==> src/pbsa_pkg.sv <==
package pbsa_pkg;

    // Default values of the top-level parameters.
    localparam int HEAP_SLOTS_DEF  = 65536;
    localparam int NUM_CLASSES_DEF = 14;
    localparam int FIT_TRIES_DEF   = 3;

    // Fixed field widths and the size of the head-word memory.
    localparam int WORD_COUNT  = 65536;
    localparam int SLOT_W      = 16;
    localparam int LIMIT_W     = 17;
    localparam int EXP_W       = 5;
    localparam int CFG_INDEX_W = 1;
    localparam int CFG_DATA_W  = 17;

    localparam logic [LIMIT_W-1:0] HEAP_LIMIT_RST = 17'd65536;
    localparam logic [SLOT_W-1:0]  DATA_START_RST = 16'd64;

    localparam logic MODE_ALLOC = 1'b0;
    localparam logic MODE_FREE  = 1'b1;

    typedef enum logic [CFG_INDEX_W-1:0] {
        CFG_HEAP_LIMIT = 1'b0,
        CFG_DATA_START = 1'b1
    } t_cfg_reg;

    typedef enum logic [1:0] {
        ST_OK  = 2'd0,
        ST_OOM = 2'd1,
        ST_BAD = 2'd2
    } t_status;

    // Controller to datapath.
    typedef struct packed {
        logic load_in;
        logic plan;
        logic commit;
    } t_cmd;

    // Datapath to controller.
    typedef struct packed {
        logic out_free;
    } t_dp_stat;

endpackage

==> src/pbsa_ctrl.sv <==
module pbsa_ctrl (
    input  logic               i_clk,
    input  logic               i_rst_n,
    input  logic               i_in_valid,
    output logic               o_in_stall,
    input  pbsa_pkg::t_dp_stat i_stat,
    output pbsa_pkg::t_cmd     o_cmd
);

    import pbsa_pkg::*;

    typedef enum logic [2:0] {
        S_IDLE   = 3'b001,
        S_PLAN   = 3'b010,
        S_COMMIT = 3'b100
    } t_state;

    t_state r_state;
    t_state n_state;

    always_comb begin
        n_state = r_state;
        unique case (r_state)
            S_IDLE: begin
                if (i_in_valid) begin
                    n_state = S_PLAN;
                end
            end
            S_PLAN: begin
                n_state = S_COMMIT;
            end
            S_COMMIT: begin
                if (i_stat.out_free) begin
                    n_state = S_IDLE;
                end
            end
            default: n_state = S_IDLE;
        endcase
    end

    always_ff @(posedge i_clk) begin
        if (!i_rst_n) begin
            r_state <= S_IDLE;
        end else begin
            r_state <= n_state;
        end
    end

    assign o_in_stall    = (r_state != S_IDLE);
    assign o_cmd.load_in = (r_state == S_IDLE) && i_in_valid;
    assign o_cmd.plan    = (r_state == S_PLAN);
    assign o_cmd.commit  = (r_state == S_COMMIT) && i_stat.out_free;

endmodule

==> config.mk <==
export PLATFORM = sky130hd
export DESIGN_NAME = pbsa_ctrl
export DESIGN_NICKNAME = d
export VERILOG_FILES = /design/src/pbsa_pkg.sv /design/src/pbsa_ctrl.sv
export SDC_FILE = /design/constraint.sdc
export NUM_CORES = 1
export LEC_CHECK = 0
export BUFFER_PORTS_ARGS = -buffer_cell sky130_fd_sc_hd__buf_4
export CORE_AREA = 2 2 39 41
export CTS_BUF_LIST = sky130_fd_sc_hd__clkbuf_4 sky130_fd_sc_hd__clkbuf_8 sky130_fd_sc_hd__clkbuf_16
export DETAILED_ROUTE_END_ITERATION = 10
export DIE_AREA = 0 0 41 43
export PLACE_DENSITY = 0.35
export SETUP_SLACK_MARGIN = 0.05
export SKIP_CTS_REPAIR_TIMING = 1
export SLEW_MARGIN = 15
export SYNTH_ARGS = -nofsm -noshare
export SYNTH_HDL_FRONTEND = slang
export SYNTH_SLANG_ARGS = --single-unit
==> constraint.sdc <==
create_clock -name i_clk -period 1.35 [get_ports i_clk]
set_clock_uncertainty 0.05 [all_clocks]
set_input_delay 0.0675 -clock i_clk [delete_from_list [all_inputs] [get_ports i_clk]]
set_output_delay 0.0675 -clock i_clk [all_outputs]
set_load 0.02 [all_outputs]
==> impl_metrics.csv <==
group,metric,value,unit
synth,netlist_area,151.4,µm²
worst_hold_path,holdPathEnd,"r_state[0]",
routing,ant_nets,0,
die,start_util,0.1094,
worst_hold_path,worstHoldStart,"i_rst_n",
sta,hold_ws,-12.12,ps
setup_path,path_class,"reg2out",
routing,via_per_inst,3.548,
finish,top_register,"r_state",
worst_hold_path,hp-class,"in2reg",
sta,fin_tns_setup,0,ps
place,gp_congestion,0.6308,
die,core_area,1384,µm²
cts,cts_tree,"done",
cts,cts_buffer_depth,2,
cts,clk_latency,230,ps
pwr,netSwitchingFraction,0.2210,
synth,yosys_register_bits,3,
sta,worst_slew_pin_slew,274.8,ps
global_routing,grt_pass1_vias,134,
finish,largest_register_ffs,3,
setup_path,crit_chain,"and4bb_4, buf_4",
finish,fin_nets,31,
setup_path,reg2reg_from,"r_state[2]",
sta,rsz0062_at_grt,"no",
synth,synthCells,15,
synth,yosys_warnings,0,
synth,synth_top_area_cell,"dfxtp_1",
run_status,outcome,"finished with violations",
synth,synth_most_common_cell,"dfxtp_1",
pwr,p_int,0.0002507,W
cts,ctsRootBufferMaster,"clkbuf_4",
cts,cts_buffers,3,
sta,maxSlewHeadroom,0.8142,
routing,route.met2.wl,111,µm
place,dp_cells,38,
pwr,power_density,1242,nW/µm²
pwr,peakVddDrop,383.6,µV
global_routing,overflow,0,
routing,top_layer_used,"met3",
setup_path,crit_buf_inv,1,
synth,synth_top_area_share,0.3967,
cts,h-tree-depth,1,
die,ioPinCount,8,
global_routing,grt_usage,0.05316,
setup_path,reg2reg_slack,330,ps
flow_run,drv_cap,0,
die,die-area,1763,µm²
pwr,p_comb_frac,0.143,
pwr,switchingPower,0.00007110,W
synth,synth_edf_count,0,
routing,drt-met1-wl,174,µm
setup_path,required,1230,ps
cts,clk_pin_slew,40,ps
sta,setup_viol_count_final,0,
routing,drc,0,
cts,cts_num_sinks,3,
setup_path,crit_slowest_cell,"and4bb_4",
synth,async_reset_ff_frac,0,
setup_path,crit_path_max_fanout,7,
die,rows,14,
setup_path,cp_top_family,"simple AND/OR/NAND/NOR gates",
pwr,power_frac_seq,0.313,
finish,n_antenna_cell,0,
global_routing,grt_max_degree,8,
pwr,clkPwrFrac,0.543,
finish,biggestRegsByFlops,"r_state x3",
setup_path,crit_path_max_incr_delay,360,ps
sta,slew_viol_final,0,
setup_path,worstRegToRegCells,2,
finish,fin_util,0.1872,
synth,synth.area.top_cells,"dfxtp_1, and4bb_4, nor4bb_1",
sta,max_freq,840.9,MHz
die,die_x,41,µm
finish,area_growth,71.07,%
worst_hold_path,min_path_cells,2,
setup_path,cp.arrival,1070,ps
routing,dr.first_iter.drc_count,1,
die,die_h,43,µm
synth,syn_nets,19,
sta,finalHoldViolCount,1,
finish,drive_above_1_share,0.5000,
synth,synth-main-ff-cell,"dfxtp_1",
run_status,violations,"negative hold slack",
synth,yosysUniqueCellTypes,13,
routing,vias,149,
global_routing,grt_first_pass_wirelength,558,µm
synth,avgSynthCellArea,10.09,µm²
routing,drt-pass1-iter-count,2,
synth,yosysSeqAreaShare,0.3967,
finish,final_cells,42,
sta,min_period,1189,ps
routing,wire_per_inst,7.810,µm
routing,wl_met3,43,µm
global_routing,antenna_found_initial,0,
sta,min_period_over_period,0.8809,
pwr,power.leakage,0.1061,nW
setup_path,cp-start-kind,"flip-flop",
setup_path,worstReg2RegEnd,"r_state[2]",
setup_path,cp-end-kind,"output port",
place,io_buffers,7,
routing,wirelength,328,µm
-- layer usage --
layer,track usage,vias up
met5,0,-
met4,0.04000,0
met3,0.06283,0
met2,0.03750,7
met1,0.07372,63
li1,-,79
-- placed cells by master (no fill, tap or decap) --
cell	Yosys	final
dfxtp_1	3	3
nand2_1	1	1
nor2_1	1	1
a21oi_1	1	1
nor4b_1	1	1
nor4bb_1	1	1
nor3b_2	0	1
clkbuf_4	0	4
and4bb_4	1	1
or2b_1	1	1
o31ai_1	1	1
and2_1	1	1
nand2b_1	1	1
or3b_1	1	1
buf_4	0	7
-- through the flow --
stage | setup slack [ps] | total power, W | hold slack [ps] | cell area, µm²
floorplan | 175.0 | 0.0001266 | 88.58 | 156.4
global placement | 339.0 | 0.0001489 | 223.4 | 229.0
detailed placement | 332.0 | 0.0001487 | 227.9 | 229.0
CTS | 144.9 | 0.0003320 | -19.79 | 259.0
global route | 78.47 | 0.0003441 | 7.305 | 259.0
finish | 160.8 | 0.0003218 | -12.12 | 259.0
-- power by group through the flow --
stage,sequential (W),clock (W),combinational (W)
after floorplan,0.000101,0,0.0000260
after global placement,0.000102,0,0.0000467
after detailed placement,0.000102,0,0.0000463
after CTS,0.000101,0.000185,0.0000466
after global routing,0.000102,0.000193,0.0000500
final,0.000101,0.000175,0.0000461
-- worst max-delay path by stage --
| stage | startpoint | endpoint | slack, ps | cells after the start |
|---|---|---|---|---|
| final | r_state[1] | o_cmd[2] | 160 | 2 |
| after global routing | r_state[2] | o_cmd[0] | 80 | 2 |
| after CTS | r_state[1] | o_cmd[2] | 140 | 2 |
| after detailed placement | r_state[2] | r_state[2] | 330 | 2 |
| after global placement | r_state[2] | r_state[2] | 340 | 2 |
| after floorplan | r_state[0] | o_cmd[0] | 180 | 1 |
-- layout make-up --
cell class / instances / area (µm²)
fillers: 155 / 1125
multi-input cells: 12 / 96.34
flip-flops and latches: 3 / 60.06
repair buffers: 7 / 52.55
clock buffers: 4 / 30.03
well taps: 16 / 20.02
-- logic make-up (layout without fill, tap and decap cells) --
kind of cell / Yosys count / count (layout) / share of synthesized area
AO/OA/AOI/OAI: 2 / 2 / 0.08263
buffers and inverters: 0 / 11 / 0
flip-flops: 3 / 3 / 0.3967
AND/OR/NAND/NOR: 10 / 10 / 0.5208
(Power assumes the default switching activity.)
